--- src/hw/rtl/hidf_pkg.sv ---
package hidf_pkg;

	// descriptor codes
	localparam logic [7:0] DESC_TYPE_INTERFACE = 8'd4;
	localparam logic [7:0] DESC_TYPE_ENDPOINT  = 8'd5;
	localparam logic [7:0] IFACE_CLASS_HID     = 8'd3;
	localparam logic [1:0] XFER_TYPE_INTERRUPT = 2'd3;

	// byte positions inside a descriptor
	localparam logic [7:0] OFF_LENGTH       = 8'd0;
	localparam logic [7:0] OFF_TYPE         = 8'd1;
	localparam logic [7:0] OFF_EP_ADDRESS   = 8'd2;
	localparam logic [7:0] OFF_EP_ATTR      = 8'd3;
	localparam logic [7:0] OFF_EP_MPS_LO    = 8'd4;
	localparam logic [7:0] OFF_EP_MPS_HI    = 8'd5;
	localparam logic [7:0] OFF_IF_CLASS     = 8'd5;
	localparam logic [7:0] OFF_EP_INTERVAL  = 8'd6;
	localparam logic [7:0] MIN_DESC_LENGTH  = 8'd2;

	// reported when nothing matched, or when the match is endpoint 0
	localparam logic [10:0] DEFAULT_MPS      = 11'd8;
	localparam logic [7:0]  DEFAULT_INTERVAL = 8'd8;

	typedef struct packed {
		logic [7:0] data_byte;
		logic       last_byte;
	} desc_word_t;

	typedef struct packed {
		logic        found;
		logic [3:0]  endpoint_number;
		logic [10:0] max_packet_size;
		logic [7:0]  poll_interval;
	} res_word_t;

endpackage

--- src/hw/rtl/hid_interrupt_endpoint_finder_unit.sv ---
// Scans a USB configuration descriptor set, one byte per word, and on the word
// marked last_byte returns one result word: the first interrupt IN endpoint
// found under a HID interface (number, max packet size masked to 11 bits,
// interval), or found = 0 with packet size 8 and interval 8 if none is found
// or the first match is endpoint 0. The block takes one byte per clock while
// desc_stall is low, and registers the result into the result buffer. The
// walk stops on a length byte below 2, at a matching endpoint, or after
// MAX_TOTAL bytes; later bytes of that stream are accepted and ignored. A
// two-deep result buffer lets the next stream flow while a result waits;
// desc_stall rises only when both result slots are full.
module hid_interrupt_endpoint_finder_unit #(
	parameter int MAX_TOTAL = 256
) (
	input  logic                 clk,
	input  logic                 arst_n,
	input  logic                 desc_valid,
	output logic                 desc_stall,
	input  hidf_pkg::desc_word_t desc_word,
	output logic                 res_valid,
	input  logic                 res_stall,
	output hidf_pkg::res_word_t  res_word
);

	localparam int SEEN_W = $clog2(MAX_TOTAL + 1);

	// walk state
	logic [SEEN_W-1:0] seen_q, seen_n;
	logic [7:0]        off_q, off_n;
	logic [7:0]        len_q, len_n;
	logic [7:0]        type_q, type_n;
	logic              hid_q, hid_n;
	logic              stop_q, stop_n;

	// candidate endpoint bytes, kept only as wide as the result needs
	logic              ep_in_q, ep_in_n;
	logic [3:0]        ep_num_q, ep_num_n;
	logic [1:0]        ep_attr_q, ep_attr_n;
	logic [10:0]       ep_mps_q, ep_mps_n;

	hidf_pkg::res_word_t found_q, found_n;

	// output buffer: head register and skid slot
	logic                res_valid_q, skid_valid_q;
	hidf_pkg::res_word_t res_q, skid_q;

	logic accept, take, push, pop, matched;
	logic [8:0] off_inc;
	hidf_pkg::res_word_t default_res;

	assign desc_stall = skid_valid_q;
	assign accept     = desc_valid && !desc_stall;
	assign take       = accept && !stop_q && (seen_q < SEEN_W'(MAX_TOTAL));
	assign push       = accept && desc_word.last_byte;
	assign pop        = res_valid_q && !res_stall;
	assign off_inc    = {1'b0, off_q} + 9'd1;

	assign default_res = '{found: 1'b0, endpoint_number: 4'd0,
		max_packet_size: hidf_pkg::DEFAULT_MPS, poll_interval: hidf_pkg::DEFAULT_INTERVAL};

	// per-byte walk over the descriptors
	always_comb begin
		seen_n    = seen_q;
		off_n     = off_q;
		len_n     = len_q;
		type_n    = type_q;
		hid_n     = hid_q;
		stop_n    = stop_q;
		ep_in_n   = ep_in_q;
		ep_num_n  = ep_num_q;
		ep_attr_n = ep_attr_q;
		ep_mps_n  = ep_mps_q;
		found_n   = found_q;
		matched   = 1'b0;
		if (take) begin
			seen_n = seen_q + SEEN_W'(1);
			case (off_q)
				hidf_pkg::OFF_LENGTH: begin
					if (desc_word.data_byte < hidf_pkg::MIN_DESC_LENGTH) begin
						stop_n = 1'b1;
					end else begin
						len_n  = desc_word.data_byte;
						type_n = 8'd0;
						off_n  = 8'd1;
					end
				end
				hidf_pkg::OFF_TYPE: begin
					type_n = desc_word.data_byte;
					if (desc_word.data_byte == hidf_pkg::DESC_TYPE_INTERFACE) begin
						hid_n = 1'b0;
					end
					off_n = (off_inc >= {1'b0, len_q}) ? 8'd0 : off_inc[7:0];
				end
				default: begin
					if (type_q == hidf_pkg::DESC_TYPE_INTERFACE && off_q == hidf_pkg::OFF_IF_CLASS) begin
						hid_n = (desc_word.data_byte == hidf_pkg::IFACE_CLASS_HID);
					end
					if (type_q == hidf_pkg::DESC_TYPE_ENDPOINT && hid_q) begin
						if (off_q == hidf_pkg::OFF_EP_ADDRESS) begin
							ep_in_n  = desc_word.data_byte[7];
							ep_num_n = desc_word.data_byte[3:0];
						end else if (off_q == hidf_pkg::OFF_EP_ATTR) begin
							ep_attr_n = desc_word.data_byte[1:0];
						end else if (off_q == hidf_pkg::OFF_EP_MPS_LO) begin
							ep_mps_n[7:0] = desc_word.data_byte;
						end else if (off_q == hidf_pkg::OFF_EP_MPS_HI) begin
							ep_mps_n[10:8] = desc_word.data_byte[2:0];
						end else if (off_q == hidf_pkg::OFF_EP_INTERVAL) begin
							if (ep_in_q && ep_attr_q == hidf_pkg::XFER_TYPE_INTERRUPT) begin
								matched = 1'b1;
								stop_n  = 1'b1;
								if (ep_num_q != 4'd0) begin
									found_n = '{found: 1'b1, endpoint_number: ep_num_q,
										max_packet_size: ep_mps_q,
										poll_interval: desc_word.data_byte};
								end
							end
						end
					end
					if (!matched) begin
						off_n = (off_inc >= {1'b0, len_q}) ? 8'd0 : off_inc[7:0];
					end
				end
			endcase
		end
	end

	// walk registers; the last byte returns everything to the start
	always_ff @(posedge clk or negedge arst_n) begin
		if (!arst_n) begin
			seen_q  <= '0;
			off_q   <= '0;
			len_q   <= '0;
			type_q  <= '0;
			hid_q   <= 1'b0;
			stop_q  <= 1'b0;
			found_q <= default_res;
		end else if (push) begin
			seen_q  <= '0;
			off_q   <= '0;
			len_q   <= '0;
			type_q  <= '0;
			hid_q   <= 1'b0;
			stop_q  <= 1'b0;
			found_q <= default_res;
		end else if (accept) begin
			seen_q  <= seen_n;
			off_q   <= off_n;
			len_q   <= len_n;
			type_q  <= type_n;
			hid_q   <= hid_n;
			stop_q  <= stop_n;
			found_q <= found_n;
		end
	end

	// candidate bytes are only read after being written in the same descriptor
	always_ff @(posedge clk) begin
		if (accept) begin
			ep_in_q   <= ep_in_n;
			ep_num_q  <= ep_num_n;
			ep_attr_q <= ep_attr_n;
			ep_mps_q  <= ep_mps_n;
		end
	end

	// result buffer control
	always_ff @(posedge clk or negedge arst_n) begin
		if (!arst_n) begin
			res_valid_q  <= 1'b0;
			skid_valid_q <= 1'b0;
		end else if (pop) begin
			if (skid_valid_q) begin
				skid_valid_q <= 1'b0;
			end else begin
				res_valid_q <= push;
			end
		end else if (push) begin
			if (res_valid_q) begin
				skid_valid_q <= 1'b1;
			end else begin
				res_valid_q <= 1'b1;
			end
		end
	end

	// result buffer data
	always_ff @(posedge clk) begin
		if (pop) begin
			if (skid_valid_q) begin
				res_q <= skid_q;
			end else if (push) begin
				res_q <= found_n;
			end
		end else if (push) begin
			if (res_valid_q) begin
				skid_q <= found_n;
			end else begin
				res_q <= found_n;
			end
		end
	end

	assign res_valid = res_valid_q;
	assign res_word  = res_q;

	// skid slot only fills behind a waiting head word
	a_skid_behind_head: assert property (@(posedge clk) disable iff (!arst_n)
		skid_valid_q |-> res_valid_q)
		else $error("skid word held without head word");

	// byte count never passes the stream limit
	a_seen_bounded: assert property (@(posedge clk) disable iff (!arst_n)
		seen_q <= SEEN_W'(MAX_TOTAL))
		else $error("byte count beyond limit");

	// a last byte always leaves a result word waiting
	a_last_gives_word: assert property (@(posedge clk) disable iff (!arst_n)
		push |=> res_valid_q)
		else $error("last byte produced no result word");

	// a stream always restarts from the first descriptor byte
	a_restart: assert property (@(posedge clk) disable iff (!arst_n)
		push |=> (off_q == 8'd0 && !stop_q && seen_q == '0))
		else $error("walk state not cleared after last byte");

endmodule
--- config.mk ---
export PLATFORM = sky130hd
export DESIGN_NAME = hid_interrupt_endpoint_finder_unit
export DESIGN_NICKNAME = d
export VERILOG_FILES = /design/src/hw/rtl/hidf_pkg.sv /design/src/hw/rtl/hid_interrupt_endpoint_finder_unit.sv
export SDC_FILE = /design/constraint.sdc
export NUM_CORES = 1
export LEC_CHECK = 0
export BUFFER_PORTS_ARGS = -buffer_cell sky130_fd_sc_hd__buf_2
export CAP_MARGIN = 30
export CORE_ASPECT_RATIO = 0.75
export CORE_MARGIN = 1
export CORE_UTILIZATION = 60
export DETAILED_ROUTE_END_ITERATION = 10
export PLACE_DENSITY = 0.79
export RECOVER_POWER = 25
export SETUP_SLACK_MARGIN = 0.3
export SYNTH_ARGS = -nofsm -noshare
export SYNTH_HDL_FRONTEND = slang
export SYNTH_SLANG_ARGS = --single-unit
--- constraint.sdc ---
create_clock -name clk -period 4.1 [get_ports clk]
set_input_delay 0.41 -clock clk [delete_from_list [all_inputs] [get_ports clk]]
set_output_delay 0.41 -clock clk [all_outputs]
set_load 0.02 [all_outputs]
# After elaboration in Yosys (flattened, before gate mapping)
# Cells that the tools add are included.
# op_classes
add_sub_neg	2
magnitude_cmp	3
eq_ne	24
n_mux	70
bitwise	5
n_reduce_logical	39
# ops
op	count
2-to-1 mux 24 bit	17
2-to-1 mux 8 bit	15
== test 8 x 3 -> 1 bit, second input constant	6
case mux 8 bit (2 select lines)	2
2-to-1 mux 1 bit	31
2-to-1 mux 9 bit	3
== test 8 x 2 -> 1 bit, second input constant	3
nonzero test 3 bit	5
inequality test 3 x 2 -> 1 bit, second input constant	4
AND reduction 4 bit	3
nonzero test 2 bit	6
AND reduction 11 bit	1
AND reduction 5 bit	2
adder 8 x 1 -> 9 bit, second input constant	1
adder 9 x 1 -> 9 bit, second input constant	1
>= comparator 9 x 8 -> 1 bit	1
less-than comparator 9 bit, second input constant	1
inequality test 3 bit, second input constant	3
== test 8 x 1 -> 1 bit, second input constant	1
logical AND 1 bit	8
zero test 8 bit	1
less-than comparator 8 x 2 -> 1 bit, second input constant	1
inequality test 2 bit, second input constant	4
AND reduction 8 bit	1
other kinds (12)	22
# totals
ff_bits	127

# Logic depth before layout (Yosys ltp)
# depth
word_depth	16
depth_mapped	12
mapped_depth_nobuf	11

# Worst setup path before layout
# OpenSTA, ideal clock, no wires.
# synth_path
path_type	reg-to-reg
start	register res_valid_q (netlist: res_valid)
end	register res_q, in the netlist res_word[0], enable pin
setup_time_ns	0.442
t_arrival_ns	2.778
t_required_ns	3.658
path_slack_ns	0.880
path_stages_with_launch	5
n_path_buf	1
path_cell_list	dfrtp_1 > nor2b_1 > nand2_1 > clkbuf_1 > a21boi_0
# synth_between
elab_chain_len	3
elab_cells_between_ends	4
cone_classes	1 x eq/ne; 3 x reduce/logical
# synth_rtl
element	line_no	source
start, declared	hid_interrupt_endpoint_finder_unit.sv:43	logic res_valid_q, skid_valid_q;
start signal, assigned	hid_interrupt_endpoint_finder_unit.sv:175	res_valid_q <= push;
logical AND 1 bit	hid_interrupt_endpoint_finder_unit.sv:54	assign pop = res_valid_q && !res_stall;
inequality test 2 x 1 -> 1 bit (no line) / nonzero test 2 bit (equally long branches)	n/a	
AND reduction 3 bit (no line) *	n/a	
end signal, assigned	hid_interrupt_endpoint_finder_unit.sv:190	res_q <= skid_q;
end signal, assigned	hid_interrupt_endpoint_finder_unit.sv:192	res_q <= found_n;
end signal, assigned	hid_interrupt_endpoint_finder_unit.sv:198	res_q <= found_n;
end, declared	hid_interrupt_endpoint_finder_unit.sv:44	hidf_pkg::res_word_t res_q, skid_q;
# Every way passes the cells marked *; elsewhere a longest branch is shown, timed or not.
# A chain may end at the register's enable or synchronous reset.

# Worst setup path after layout
# layout_path
start	register off_q[2]
end	register off_q[2]
# layout_between
elab_chain_len	11
elab_cells_between_ends	26
cone_classes	1 x add/sub; 1 x order compare; 8 x eq/ne; 14 x mux; 2 x reduce/logical
# layout_rtl
element	line_no	source
start, declared	hid_interrupt_endpoint_finder_unit.sv:28	logic [7:0] off_q, off_n;
start signal, assigned	hid_interrupt_endpoint_finder_unit.sv:147	off_q <= off_n;
parallel branches: the longest is 11 deep, another holds adder 8 x 1 -> 9 bit	n/a	
# Parallel ways; which one is timed is not known. The select of a mux whose other input is x is not followed.

==> metrics.md <==
| Metric | Value |
|---|---|
| Outcome | `finished with violations` |
| Violated checks | `capacitance limit, slew limit` |
| Row count | `30` |
| Area of the core | `9121 µm²` |
| Antenna cell count | `0` |
| Seq cells post-synth | `127` |
| DRC | `0` |
| Syn nets | `530` |
| Min cycle time layout | `3235 ps` |
| Post-Syn Area | `5705 µm²` |
| GPL Wtd Cong | `0.8963` |
| Setup_tns | `0 ps` |
| Fin nets | `576` |
| WP data arrival | `3590 ps` |
| All-Layer GR Usage | `0.2743` |
| Fraction of registers with async set/reset | `0.4803` |
| Non-filler instance count after layout | `690` |
| Hold Startpoint | `res_stall` |
| DRT iter0 DRCs | `439` |
| CTS root buffer | `clkbuf_16` |
| Vias post-DR | `a little over 4000` |
| Number of CTS-inserted buffers | `17` |
| WS Path Type | `flip-flop to flip-flop` |
| Global-route wire length before repair | `between 20 and 25 mm` |
| Most frequent cell after synthesis | `nand2_1` |
| Slew HR | `-1.263` |
| Post-CTS setup buffers | `0` |
| Hold endpoint | `desc_stall` |
| Max clock buf depth | `2` |
| Final Hold Viols | `0` |
| Post-synth top flop | `edfxtp_1` |
| Worst-margin pin slew | `approximately 3400 ps` |
| Dpl cells | `657` |
| Worst EP required | `4450 ps` |
| Worst r2r src | `off_q[2]` |
| Die H | `roughly 86 µm` |
| ANT nets after route | `0` |
| Yosys top cell area share | `0.3474` |
| Final HPWL DP | `just under 8 mm` |
| TritonRoute pass-1 iters | `6` |
| Max cap viols | `1` |
| Clk pin slew, worst setup/hold paths | `about 60 ps` |
| Worst skew pair latency | `between 400 and 500 ps` |
| Via/cell ratio | `5.894` |
| Dpl ws | `between 900 and 1000 ps` |
| CP Max Fanout | `13` |
| Vias in the first global route | `roughly 3900` |
| Count of hold buffers inserted by post-cts repair | `0` |
| IO Count | `39` |
| Total Power | `3855 µW` |
| H-tree Lvls | `4` |
| Synth unique cells | `55` |
| Gate Count Post-Synth | `just over 500` |
| Gr ovfl total | `0` |
| Die ar. | `9907 µm²` |
| Layout area overhead | `15.50%` |
| Max Slew Vio Count | `62` |
| Layout cells sized above 1 | `0.1406` |
| R2R depth | `11` |
| Number of cells on the worst hold path | `3` |
| Largest area contributor in the netlist | `edfxtp_1` |
| R2r endpoint | `off_q[2]` |
| Sink Count | `127` |
| Ranking of synthesized cells by area | `edfxtp_1, dfrtp_1, nand2_1, a22o_1, nor2_1` |
| Worst VDD drop | `517.6 µV` |
| Max frequency | `309.1 MHz` |
| Post-synth EDFFs | `66` |
| Sequential area share after synthesis | `0.6154` |
| Largest net degree at the start of global routing | `62` |
| Initial antenna violation count | `0` |
| Post-synth top cells | `nand2_1, edfxtp_1, dfrtp_1` |
| Worst Setup Start Kind | `flip-flop` |
| Setup crit end kind | `flip-flop` |
| Routed wire length | `between 10 and 15 mm` |
| Post-route setup slack | `865.1 ps` |
| R2R Setup Slk | `870 ps` |
| Worst hold-check path type | `primary input to flip-flop` |
| Die width | `114.6 µm` |
| Synth warnings | `0` |
| PD cells | `585.0 nW/µm²` |
| WL/cell | `18.00 µm` |
| Final Setup Violations | `0` |
| Worst clock skew | `slightly above 8 ps` |
| Avg Inst Size Synth | `roughly 11 µm²` |
| RSZ-0062 raised after global routing | `no` |
| Initial cell density of the core | `0.6255` |
| CTS tree | `yes` |
| Cell leakage power | `0.002864 µW` |
| IO buf count | `38` |
| Post-CTS sizing | `0` |
| Final Cycle Share | `0.7890` |
-- worst max path at each step --
stage              start     endpoint  slack (ps)  cells past startpoint
2_1_floorplan  res_valid  res_word[0]         880                      4
3_3_place_gp    off_q[2]     off_q[6]        1030                     10
3_5_place_dp    off_q[0]  res_word[4]         920                      8
4_1_cts         off_q[2]     off_q[2]         920                     11
5_1_grt           arst_n  found_q[16]         320                      2
6_report        off_q[2]     off_q[2]         870                     11
-- metrics by stage --
step	utilization	area (µm²)	hold WS, ps
global placement	0.6605	6025	460.7
CTS	0.7232	6596	192.5
floorplan	-	5705	114.4
detailed placement	0.6605	6025	461.6
global route	0.7225	6590	299.6
finish	0.7225	6590	277.1
-- per-layer routing --
| metal | GRT usage | routed length [µm] | vias up |
|---|---|---|---|
| met3 | 0.07063 | 809 | 25 |
| met4 | 0.1039 | 221 | 0 |
| met2 | 0.4248 | 5899 | 166 |
| met5 | 0 | 0 | - |
| met1 | 0.3778 | 5492 | 1960 |
| li1 | - | - | 1916 |
-- state kept, by name, indices dropped and copies added (netlist names), 4 cells and up --
register / count
found_q: 24
res_word: 24
skid_q: 24
ep_mps_q: 11
seen_q: 9
len_q: 8
off_q: 8
type_q: 8
ep_num_q: 4
-- power breakdown --
| group | total [µW] | internal [µW] | leakage, µW | switching, µW |
|---|---|---|---|---|
| combinational | 812 | 289 | 0.00115 | 523 |
| sequential | 1600 | 1500 | 0.00143 | 100 |
| clock | 1450 | 889 | 0.000275 | 557 |
| total | 3860 | 2680 | 0.00286 | 1180 |
-- cell families (layout without fill, tap and decap cells) --
family	count (synthesis)	in the layout	synth area share
compound gates	93	93	0.1116
xor+xnor	11	11	0.01689
fa+ha+maj	14	14	0.03070
buf+inv	40	99	0.02960
flops	127	127	0.6154
mux	9	9	0.01579
simple gates	209	209	0.1800
-- layout make-up --
cell class | count | area, µm²
Fill cell | 653 | 2531
Inverter | 21 | 78.83
Sequential cell | 127 | 3511
Tap cell | 128 | 160.2
Clock inverter | 15 | 146.4
Multi-Input combinational cell | 336 | 2032
Clock buffer | 17 | 425.4
Timing Repair Buffer | 46 | 236.5
-- layout by cell type, fill, tap and decap left out, drive strengths merged, types with 2 or more instances in the layout --
master    synthesis  layout
mux2i             9       9
xor2              5       5
or3               4       4
nor2             52      52
nor3b             4       4
inv              21      22
nor4              4       4
nand4             9       9
and3              8       8
nor4b             2       2
ha               14      14
a21o              3       3
a21oi            16      16
buf               6      37
clkinv            0      10
a22o             25      25
nor3              9       9
nand2            87      87
a31oi            21      21
nand2b            5       5
xnor2             6       6
clkbuf           13      26
dfrtp            59      59
and2              2       2
o21ai            13      13
a22oi             2       2
nand3            11      11
dfstp             2       2
bufinv            0       2
clkinvlp          0       2
edfxtp           66      66
o31ai             4       4
or4               4       4
nor2b             5       5
-- worst max-delay path, cell delays in order (launching register included) --
cell and delay [ps]:
dfrtp_1 600, nand3_1 160, nor2_1 200, nand4_1 140, xnor2_1 220, ha_1 270, and3_1 180, a221o_1 330
a41oi_1 230, nand4_1 330, nor4b_1 390, a21o_1 120
No activity file was read; power rests on OpenSTA's default activity.
